### config.mk
export PLATFORM = sky130hd
export DESIGN_NAME = rle_image_span_decoder
export DESIGN_NICKNAME = d
export VERILOG_FILES = /design/src/rtl/rsd_pkg.sv /design/src/rtl/rsd_alu.sv /design/src/rtl/rle_image_span_decoder.sv
export SDC_FILE = /design/constraint.sdc
export NUM_CORES = 1
export LEC_CHECK = 0
export BUFFER_PORTS_ARGS = -buffer_cell sky130_fd_sc_hd__buf_4
export CELL_PAD_IN_SITES_DETAIL_PLACEMENT = 1
export CELL_PAD_IN_SITES_GLOBAL_PLACEMENT = 1
export CORE_AREA = 2 2 208 210
export CTS_CLUSTER_SIZE = 8
export DETAILED_ROUTE_END_ITERATION = 6
export DIE_AREA = 0 0 210 212
export PLACE_DENSITY_LB_ADDON = 0.3
export SYNTH_ARGS = -nofsm -noshare
export SYNTH_HDL_FRONTEND = slang
export SYNTH_HIERARCHICAL = 1
export SYNTH_SLANG_ARGS = --single-unit
### constraint.sdc
create_clock -name clk -period 9.95 [get_ports clk]
set_clock_uncertainty 0.15 [all_clocks]
set_input_delay 0.4975 -clock clk [delete_from_list [all_inputs] [get_ports clk]]
set_output_delay 0.4975 -clock clk [all_outputs]
set_load 0.02 [all_outputs]
### src/rtl/rsd_pkg.sv
`timescale 1ns / 1ps

package rsd_pkg;

    // Internal address width; frame buffer addresses wrap at this many bits.
    localparam int ADDRESS_BITS = 24;

    // Fixed field widths.
    localparam int SPAN_ADDR_W = 24;
    localparam int COLOR_W     = 8;
    localparam int LEN_W       = 8;
    localparam int ORIGIN_W    = 12;
    localparam int DIM_W       = 13;
    localparam int COL_W       = 12;
    localparam int PIXCNT_W    = 25;
    localparam int PROD_W      = 2 * DIM_W;
    localparam int CFG_IDX_W   = 3;

    // Clamp limits for the image size.
    localparam logic [DIM_W-1:0] WIDTH_MIN  = DIM_W'(8);
    localparam logic [DIM_W-1:0] DIM_MAX    = DIM_W'(4096);
    localparam logic [DIM_W-1:0] HEIGHT_MIN = DIM_W'(1);

    // Reset values of the configuration registers.
    localparam logic [DIM_W-1:0] PITCH_RESET  = DIM_W'(640);
    localparam logic [DIM_W-1:0] WIDTH_RESET  = DIM_W'(8);
    localparam logic [DIM_W-1:0] HEIGHT_RESET = DIM_W'(1);

    // Configuration register indexes.
    localparam logic [CFG_IDX_W-1:0] REG_ORIGIN_X     = 3'd0;
    localparam logic [CFG_IDX_W-1:0] REG_ORIGIN_Y     = 3'd1;
    localparam logic [CFG_IDX_W-1:0] REG_LINE_PITCH   = 3'd2;
    localparam logic [CFG_IDX_W-1:0] REG_IMAGE_WIDTH  = 3'd3;
    localparam logic [CFG_IDX_W-1:0] REG_IMAGE_HEIGHT = 3'd4;

    // Operands of the shared multiply and add unit.
    typedef struct packed {
        logic [DIM_W-1:0]        mul_a;
        logic [DIM_W-1:0]        mul_b;
        logic [ADDRESS_BITS-1:0] add_a;
        logic [ADDRESS_BITS-1:0] add_b;
    } rsd_alu_op_t;

    function automatic logic [DIM_W-1:0] clamp_dim(
        input logic [DIM_W-1:0] v,
        input logic [DIM_W-1:0] lo
    );
        logic [DIM_W-1:0] r;
        begin
            r = v;
            if (v < lo)
            begin
                r = lo;
            end
            else if (v > DIM_MAX)
            begin
                r = DIM_MAX;
            end
            return r;
        end
    endfunction

endpackage

### src/rtl/rsd_alu.sv
`timescale 1ns / 1ps

// Shared arithmetic unit: one registered 13x13 multiplier and one address adder.
module rsd_alu
    import rsd_pkg::*;
(
    input  logic                    clk,
    input  rsd_alu_op_t             op,
    output logic [PROD_W-1:0]       prod,
    output logic [ADDRESS_BITS-1:0] sum
);

    logic [PROD_W-1:0] prod_reg;

    // The product is registered before anyone uses it.
    always_ff @(posedge clk)
    begin
        prod_reg <= PROD_W'(op.mul_a) * PROD_W'(op.mul_b);
    end

    assign prod = prod_reg;

    // Address adder wraps at the address width.
    assign sum = op.add_a + op.add_b;

endmodule

### src/rtl/rle_image_span_decoder.sv
`timescale 1ns / 1ps

// Run-length image span decoder.
// The slave stream carries one token per word: tdata holds color and run length,
// tuser says whether the token is a run (1) or a single literal pixel (0).
// The master stream carries one fill span per word: tdata holds address, color
// and length, tlast marks the final span of a token and tuser flags the span
// that completes the image. Configuration is written through cfg_we, cfg_index
// and cfg_data; the user must do this while the decoder is idle (not enforced).
// A token is accepted in IDLE and checked against the image size in CHECK; a token
// that starts a new image also passes START and LOAD (origin multiply, then add).
// Each span then uses the shared adder in SPAN, and each span that ends
// at the right edge of the image uses the adder again in ROW for the row step.
// After CHECK (and START and LOAD at an image start), SPAN registers the first
// span onto the master side. A token with a zero run length produces no span.
// The span output is a register: the next token may be accepted while the last
// span still waits. When the receiver stalls, span generation holds.
// After reset the configuration and control registers hold their default values
// and the next token starts a new image at the origin.
module rle_image_span_decoder
    import rsd_pkg::*;
(
    input  logic                 clk,
    input  logic                 rst_n,
    // Input token stream.
    input  logic                 s_tvalid,
    output logic                 s_tready,
    input  logic [15:0]          s_tdata,   // [7:0] color, [15:8] run_length
    input  logic                 s_tuser,   // [0] is_run
    // Output span stream.
    output logic                 m_tvalid,
    input  logic                 m_tready,
    output logic [39:0]          m_tdata,   // [23:0] span_address, [31:24] span_color,
                                            // [39:32] span_length
    output logic                 m_tlast,   // last_span
    output logic                 m_tuser,   // [0] image_done
    // Configuration write port.
    input  logic                 cfg_we,
    input  logic [CFG_IDX_W-1:0] cfg_index,
    input  logic [DIM_W-1:0]     cfg_data
);

    typedef enum logic [5:0] {
        ST_IDLE  = 6'b000001,
        ST_CHECK = 6'b000010,
        ST_START = 6'b000100,
        ST_LOAD  = 6'b001000,
        ST_SPAN  = 6'b010000,
        ST_ROW   = 6'b100000
    } state_t;

    state_t state_reg, state_next;

    logic [ORIGIN_W-1:0] origin_x_reg, origin_y_reg;
    logic [DIM_W-1:0]    pitch_reg, width_reg, height_reg;

    logic [ADDRESS_BITS-1:0] row_reg, row_next;
    logic [COL_W-1:0]        col_reg, col_next;
    logic [PIXCNT_W-1:0]     pw_reg, pw_next;
    logic [PIXCNT_W-1:0]     size_reg, size_next;
    logic [COLOR_W-1:0]      color_reg;
    logic [LEN_W-1:0]        rem_reg, rem_next;

    logic                    out_valid_reg, out_valid_next;
    logic [SPAN_ADDR_W-1:0]  out_addr_reg;
    logic [COLOR_W-1:0]      out_color_reg;
    logic [LEN_W-1:0]        out_len_reg;
    logic                    out_last_reg, out_done_reg;

    rsd_alu_op_t             alu_op;
    logic [PROD_W-1:0]       prod;
    logic [ADDRESS_BITS-1:0] sum;

    logic [DIM_W-1:0]    w_use, h_use;
    logic [DIM_W-1:0]    room;
    logic [LEN_W-1:0]    take;
    logic [DIM_W-1:0]    col_sum;
    logic [PIXCNT_W-1:0] pw_add;
    logic                out_free;
    logic                accept;
    logic                span_fire;
    logic                start_due;

    assign w_use    = clamp_dim(width_reg, WIDTH_MIN);
    assign h_use    = clamp_dim(height_reg, HEIGHT_MIN);
    assign s_tready = (state_reg == ST_IDLE);
    assign accept   = s_tvalid && s_tready;
    assign out_free = !out_valid_reg || m_tready;

    // Configuration registers.
    always_ff @(posedge clk or negedge rst_n)
    begin
        if (!rst_n)
        begin
            origin_x_reg <= '0;
            origin_y_reg <= '0;
            pitch_reg    <= PITCH_RESET;
            width_reg    <= WIDTH_RESET;
            height_reg   <= HEIGHT_RESET;
        end
        else if (cfg_we)
        begin
            case (cfg_index)
                REG_ORIGIN_X:     origin_x_reg <= cfg_data[ORIGIN_W-1:0];
                REG_ORIGIN_Y:     origin_y_reg <= cfg_data[ORIGIN_W-1:0];
                REG_LINE_PITCH:   pitch_reg    <= cfg_data;
                REG_IMAGE_WIDTH:  width_reg    <= cfg_data;
                REG_IMAGE_HEIGHT: height_reg   <= cfg_data;
                default:          ;
            endcase
        end
    end

    // Operand selection for the shared unit.
    always_comb
    begin
        alu_op.mul_a = w_use;
        alu_op.mul_b = h_use;
        alu_op.add_a = row_reg;
        alu_op.add_b = ADDRESS_BITS'(pitch_reg);
        case (state_reg)
            ST_START:
            begin
                alu_op.mul_a = DIM_W'(origin_y_reg);
                alu_op.mul_b = pitch_reg;
            end
            ST_LOAD:
            begin
                alu_op.add_a = ADDRESS_BITS'(prod);
                alu_op.add_b = ADDRESS_BITS'(origin_x_reg);
            end
            ST_SPAN:
            begin
                alu_op.add_b = ADDRESS_BITS'(col_reg);
            end
            default: ;
        endcase
    end

    rsd_alu u_alu (
        .clk  (clk),
        .op   (alu_op),
        .prod (prod),
        .sum  (sum)
    );

    // Span sizing against the right edge.
    assign room      = w_use - DIM_W'(col_reg);
    assign take      = (DIM_W'(rem_reg) < room) ? rem_reg : room[LEN_W-1:0];
    assign col_sum   = DIM_W'(col_reg) + DIM_W'(take);
    assign pw_add    = pw_reg + PIXCNT_W'(take);
    assign span_fire = (state_reg == ST_SPAN) && out_free;
    assign start_due = (pw_reg == '0) || (PROD_W'(pw_reg) >= prod);

    // Sequencer.
    always_comb
    begin
        state_next     = state_reg;
        row_next       = row_reg;
        col_next       = col_reg;
        pw_next        = pw_reg;
        size_next      = size_reg;
        rem_next       = rem_reg;
        out_valid_next = out_valid_reg && !m_tready;
        case (state_reg)
            ST_IDLE:
            begin
                if (accept)
                begin
                    rem_next   = s_tuser ? s_tdata[15:8] : LEN_W'(1);
                    state_next = ST_CHECK;
                end
            end
            ST_CHECK:
            begin
                // The product register holds width times height here.
                size_next = PIXCNT_W'(prod);
                if (start_due)
                begin
                    state_next = ST_START;
                end
                else if (rem_reg == '0)
                begin
                    state_next = ST_IDLE;
                end
                else if (DIM_W'(col_reg) >= w_use)
                begin
                    // Width shrank under the column: step to the next row.
                    row_next   = sum;
                    col_next   = '0;
                    state_next = ST_SPAN;
                end
                else
                begin
                    state_next = ST_SPAN;
                end
            end
            ST_START:
            begin
                state_next = ST_LOAD;
            end
            ST_LOAD:
            begin
                row_next   = sum;
                col_next   = '0;
                pw_next    = '0;
                state_next = (rem_reg == '0) ? ST_IDLE : ST_SPAN;
            end
            ST_SPAN:
            begin
                if (out_free)
                begin
                    out_valid_next = 1'b1;
                    pw_next        = pw_add;
                    rem_next       = rem_reg - take;
                    if (col_sum >= w_use)
                    begin
                        col_next   = '0;
                        state_next = ST_ROW;
                    end
                    else
                    begin
                        col_next   = col_sum[COL_W-1:0];
                        state_next = ST_IDLE;
                    end
                end
            end
            ST_ROW:
            begin
                row_next   = sum;
                state_next = (rem_reg == '0) ? ST_IDLE : ST_SPAN;
            end
            default:
            begin
                state_next = ST_IDLE;
            end
        endcase
    end

    // Control and state registers.
    always_ff @(posedge clk or negedge rst_n)
    begin
        if (!rst_n)
        begin
            state_reg     <= ST_IDLE;
            row_reg       <= '0;
            col_reg       <= '0;
            pw_reg        <= '0;
            size_reg      <= '0;
            rem_reg       <= '0;
            out_valid_reg <= 1'b0;
        end
        else
        begin
            state_reg     <= state_next;
            row_reg       <= row_next;
            col_reg       <= col_next;
            pw_reg        <= pw_next;
            size_reg      <= size_next;
            rem_reg       <= rem_next;
            out_valid_reg <= out_valid_next;
        end
    end

    // Token color and output word payload.
    always_ff @(posedge clk)
    begin
        if (accept)
        begin
            color_reg <= s_tdata[7:0];
        end
        if (span_fire)
        begin
            out_addr_reg  <= SPAN_ADDR_W'(sum);
            out_color_reg <= color_reg;
            out_len_reg   <= take;
            out_last_reg  <= (rem_reg == take);
            out_done_reg  <= (pw_reg < size_reg) && (pw_add >= size_reg);
        end
    end

    assign m_tvalid = out_valid_reg;
    assign m_tdata  = {out_len_reg, out_color_reg, out_addr_reg};
    assign m_tlast  = out_last_reg;
    assign m_tuser  = out_done_reg;

endmodule
# Word-level counts from Yosys, hierarchy flattened
# Cells that the tools add are included.
[classes]
eq_ne = 16
reduce_logical = 26
n_lt_le_gt_ge = 10
mul = 1
addsub = 5
muxes = 32
[ops]
columns = ["cell", "n"]
rows = [
  ["$mux W24", 4],
  ["$mux W12", 5],
  ["$mux W13", 4],
  ["$pmux W25 S2", 1],
  ["$pmux W24 S2", 1],
  ["$pmux W12 S3", 1],
  ["$mux W8", 4],
  ["$pmux W6 S5", 1],
  ["$ge A25 B26 Y1", 1],
  ["$gt A13 B13 Y1 const B", 2],
  ["$mul A13 B13 Y26", 1],
  ["$mux W26", 1],
  ["$pmux W13 S2", 1],
  ["$add A25 B8 Y25", 1],
  ["$ge A25 B25 Y1", 1],
  ["$logic_not A25 Y1", 1],
  ["$lt A25 B25 Y1", 1],
  ["$mux W25", 1],
  ["$add A24 B13 Y24", 1],
  ["$mux W6", 3],
  ["$pmux W8 S2", 1],
  ["$reduce_and A2 Y1", 7],
  ["$add A12 B8 Y13", 1],
  ["$ge A12 B13 Y1", 1],
  ["31 further kinds", 44],
]
[totals]
register_bits = 240
output_inout_bits = 44
wordCells = 109

# Logic depth before layout (Yosys ltp)
[depth]
word_depth = 11
depth_mapped = 41

# Cells and area by module
# The synthesis kept the hierarchy.
[modules_own_cells]
columns = ["mod", "cells_each", "instances", "area_each_um2"]
rows = [
  ["rle_image_span_decoder", 1387, 1, 13535.5],
  ["rsd_alu", 875, 1, 7355.8],
]

# Worst setup path after synthesis
# Ideal clock, no wire load.
[synth_timing]
path_kind = "reg-to-reg"
startpoint = "reg width_reg[6]"
endpoint = "reg out_done_reg (netlist: m_tuser) (data pin)"
arrival_ps = 7764
n_path_buf = 2
period_less_slack_ps = 8185
setup_slack_ps = 1765
stages_incl_launch_ff = 40
path_cell_list = "dfrtp_1 nor4_1 nand3_1 o41ai_1 o21ai_0 inv_1 ha_1 o211a_1 nand2b_1 a21oi_1 xnor2_1 inv_1 ha_1 a211o_1 o221ai_1 a21oi_1 o21ai_0 a2111oi_4 (+4 left out) inv_1 fa_1 nor2b_1 o21ai_0 a21boi_0 o21ai_0 a211oi_1 clkbuf_1 xor2_1 ha_1 a21o_1 a21o_1 a21oi_1 o21ai_0 a21o_1 a221o_1 a2111oi_0 nor3_1"
[synth_between]
elab_chain_len = 9
elab_cells_between_ends = 10
[synth_rtl]
columns = ["element", "line_no", "source"]
rows = [
  ["from (decl)", "rle_image_span_decoder.sv:55", "logic [DIM_W-1:0] pitch_reg, width_reg, height_reg;"],
  ["from (signal assigned)", "rle_image_span_decoder.sv:107", "REG_IMAGE_WIDTH: width_reg <= cfg_data;"],
  ["$gt A13 B13 Y1", "rsd_pkg.sv:55", "else if (v > DIM_MAX)"],
  ["$mux W13", "rsd_pkg.sv:55", ""],
  ["$mux W13 *", "rsd_pkg.sv:51", "if (v < lo)"],
  ["$sub A13 B12 Y13 *", "rle_image_span_decoder.sv:148", "assign room = w_use - DIM_W'(col_reg);"],
  ["$lt A8 B13 Y1", "rle_image_span_decoder.sv:149", "assign take = (DIM_W'(rem_reg) < room) ? rem_reg : room[LEN_W-1:0];"],
  ["$mux W8 *", "rle_image_span_decoder.sv:149", ""],
  ["via take[0]", "rle_image_span_decoder.sv:76", "logic [LEN_W-1:0] take;"],
  ["$add A25 B8 Y25 *", "rle_image_span_decoder.sv:151", "assign pw_add = pw_reg + PIXCNT_W'(take);"],
  ["$ge A25 B25 Y1 *", "rle_image_span_decoder.sv:278", "out_done_reg <= (pw_reg < size_reg) && (pw_add >= size_reg);"],
  ["$logic_and A1 B1 Y1 *", "rle_image_span_decoder.sv:278", ""],
  ["to (signal assigned)", "rle_image_span_decoder.sv:278", ""],
  ["to (decl)", "rle_image_span_decoder.sv:68", "logic out_last_reg, out_done_reg;"],
]
# The timed path passes the listed nets; every way through them passes the cells marked *.
# A chain may end at the register's enable or synchronous reset.

# Worst setup path after layout
[layout_timing]
startpoint = "reg width_reg[7]"
endpoint = "reg out_done_reg (netlist: m_tuser) (data pin)"
# The elaborated chain is that of the path after synthesis.

==> impl_metrics.json <==
{
  "outcome": "complete, no violations",
  "clk_path_buf_depth": 3,
  "crit_buf_inv": 5,
  "slew_viol_final": 0,
  "final_area_um2": 23230,
  "crit_top_cell": "o21ai_0",
  "numCtsBuffers": 36,
  "leakagePower_nw": 11.24,
  "ys_ff_latch": 240,
  "async_flop_share": 0.6833,
  "grt_pass1_wl_um": 103600,
  "overflow": 0,
  "finalWorstSetupSlack_ns": 0.6889,
  "track_usage": 0.2987,
  "synth_edf_count": 50,
  "antenna_found_initial": 0,
  "start_util": 0.4915,
  "critical_path_class": "flip-flop to flip-flop",
  "report.final.hold_viol_count": 0,
  "crit_path_start_kind": "flip-flop",
  "holdWs_ns": 0.05391,
  "critPathMaxStageDelay_ns": 0.45,
  "met3_usage": 0.03870,
  "grt_pass1_vias": 18910,
  "slowest_stage": "a2111oi_0",
  "period_share": 0.9308,
  "pre_cts_ws_ns": 0.6298,
  "viasPerCell": 5.911,
  "slew_headroom": 0.1223,
  "timing.reg2reg.setup_slack_ns": 0.69,
  "grt.met2_usage": 0.5372,
  "ir_drop_uv": 227.7,
  "synth-main-ff-cell": "dfrtp_1",
  "layoutNonFillerInstCount": 2905,
  "drtIter0Drc": 914,
  "finalSetupTns_ns": 0,
  "path_max_fanout": 25,
  "gp_congestion": 0.8852,
  "final_nets": 2721,
  "max-cap-violations": 0,
  "final_util": 0.5465,
  "power_mw": 7.387,
  "seq_area_frac_synth": 0.2935,
  "post_drt_wl_per_cell_um": 22.31,
  "syn_inst": 2262,
  "drc": 0,
  "cts_tree": "yes",
  "grt_max_degree": 92,
  "area_growth_syn_to_layout_pct": 11.20,
  "antennaDiodeCount": 0,
  "crit_arrival_ns": 9.40,
  "min_period_ns": 9.261,
  "synth_area_leaders": "dfrtp_1 19%, ha_1 13%, fa_1 12%",
  "clockRootBuffer": "clkbuf_16",
  "synth_cell_type_count": 87,
  "clkLatencyLatePin_ns": 0.56,
  "cts_htree_levels": 2,
  "grt_setup_unrepaired": "false",
  "top_usage_layer": "met2",
  "rows": 76,
  "cp_top_family": "compound AO/OA/AOI/OAI gates",
  "die_h_um": 212,
  "synthTopCellsByCount": "290 x nand2_1, 286 x inv_1, 224 x ha_1",
  "synth_area_leader_cell": "dfrtp_1",
  "worstMarginPinSlew_ns": 1.316,
  "worst_setup_path_end_kind": "flip-flop",
  "yosys.area.top_type_share": 0.1905,
  "drtAntennaViolNets": 0,
  "largest_reg_flops": 26,
  "postSynthAreaPerCell_um2": 9.236,
  "cellPowerDensity_nw_per_um2": 318.0,
  "vias": 17170,
  "clk_pin_slew_ns": 0.05,
  "drt_wl_total_um": 64810,
  "yosysMostFrequentCell": "nand2_1",
  "place_area_um2": 22030,
  "ys.warnings.count": 6,
  "die_x_um": 210,
  "fill_cells": 4866,
  "dieArea_um2": 44520,
  "hpwl_um": 49050,
  "setup_violations": 0,
  "grtUsageMet1": 0.3705,
  "port_buffers": 81,
  "hp-class": "input pin to flip-flop",
  "first_pass_iters": 5,
  "numPlacedInstances": 2832,
  "io_pins": 82,
  "clock-sinks": 240,
  "final_layout_size_suffix_gt1_frac": 0.1094,
  "coreArea_um2": 42510,
  "critPathRequiredTime_ns": 10.08,
  "max_freq_mhz": 108.0,
  "synth_area_um2": 20890
}
[cell usage in the layout, fill, tap and decap left out, types with 26 or more instances in the layout]
cell type / count
buf_4: 105
edfxtp_1: 50
dfrtp_1: 159
nor3_1: 32
nand4_1: 28
xnor2_1: 56
fa_1: 126
a21o_1: 56
ha_1: 224
clkbuf_16: 36
and2_1: 93
mux2_2: 70
xor2_1: 33
nand2_1: 290
nand3_1: 40
dfxtp_1: 26
o21ai_0: 142
nor2_1: 75
a21oi_1: 92
a31oi_1: 30
inv_1: 285
[kinds of logic after synthesis]
group	count (synthesis)	share of synthesized area
flip-flops	240	0.2935
multiplexers	93	0.04995
AND/OR/NAND/NOR	647	0.1491
other	1	0.0001795
AO/OA/AOI/OAI	463	0.1445
XOR/XNOR	89	0.03731
adder cells (fa/ha/maj)	350	0.2549
buffers and inverters	379	0.07049
[worst reg2reg max path, delay by kind of cell, from the launching register on]
family | cells | cell delay (ns)
buffers and inverters | 5 | 0.77
adders and majority gates | 5 | 1.53
and+or+nand+nor | 6 | 1.13
xor gates and xnor gates | 2 | 0.32
DFF | 1 | 0.40
AOI/OAI and AO/OA | 21 | 4.66
[area by class of cell]
| type | count | area (um^2) | area share |
|---|---|---|---|
| multi-input cells | 1653 | 13360 | 0.5751 |
| flip-flops and latches | 240 | 6132 | 0.2640 |
| inverters | 287 | 1077 | 0.04637 |
| clock buffers | 60 | 1011 | 0.04352 |
| repair buffers | 115 | 889.6 | 0.03829 |
| well taps | 546 | 683.2 | 0.02941 |
| clock inverters | 4 | 77.57 | 0.003339 |
[worst paths after layout]
| path | start | endpoint | depth (start not counted) |
|---|---|---|---|
| setup / recovery | width_reg[7] | m_tuser | 39 |
| min in group asynchronous | rst_n | rem_reg[7] | 2 |
| setup reg to reg | width_reg[7] | m_tuser | 39 |
| max in group asynchronous | rst_n | size_reg[16] | 3 |
| hold reg to reg | color_reg[5] | out_color_reg[5] | 0 |
| hold / removal | s_tvalid | state_reg[1] | 2 |
[metal layers]
| layer | vias up | wire length [um] |
|---|---|---|
| li1 | 7843 | - |
| met1 | 8725 | 27300 |
| met2 | 453 | 32450 |
| met3 | 150 | 2943 |
| met4 | 0 | 2127 |
| met5 | - | 0 |
[power by group]
group	switching [mW]	total, mW	internal [mW]
Clock	0.479	1.20	0.719
Combinational	2.89	4.64	1.75
Sequential	0.217	1.55	1.33
Total	3.59	7.39	3.80
[repair_timing]
item | 4_1_cts | 5_1_grt
setup endpoints to repair | 0 | 15
resized for setup | 0 | 5
hold buffers | 9 | 0
endpoints found under the hold margin | 93 | 0
buffers inserted | 0 | 0
Power figures use the tool's default switching activity.
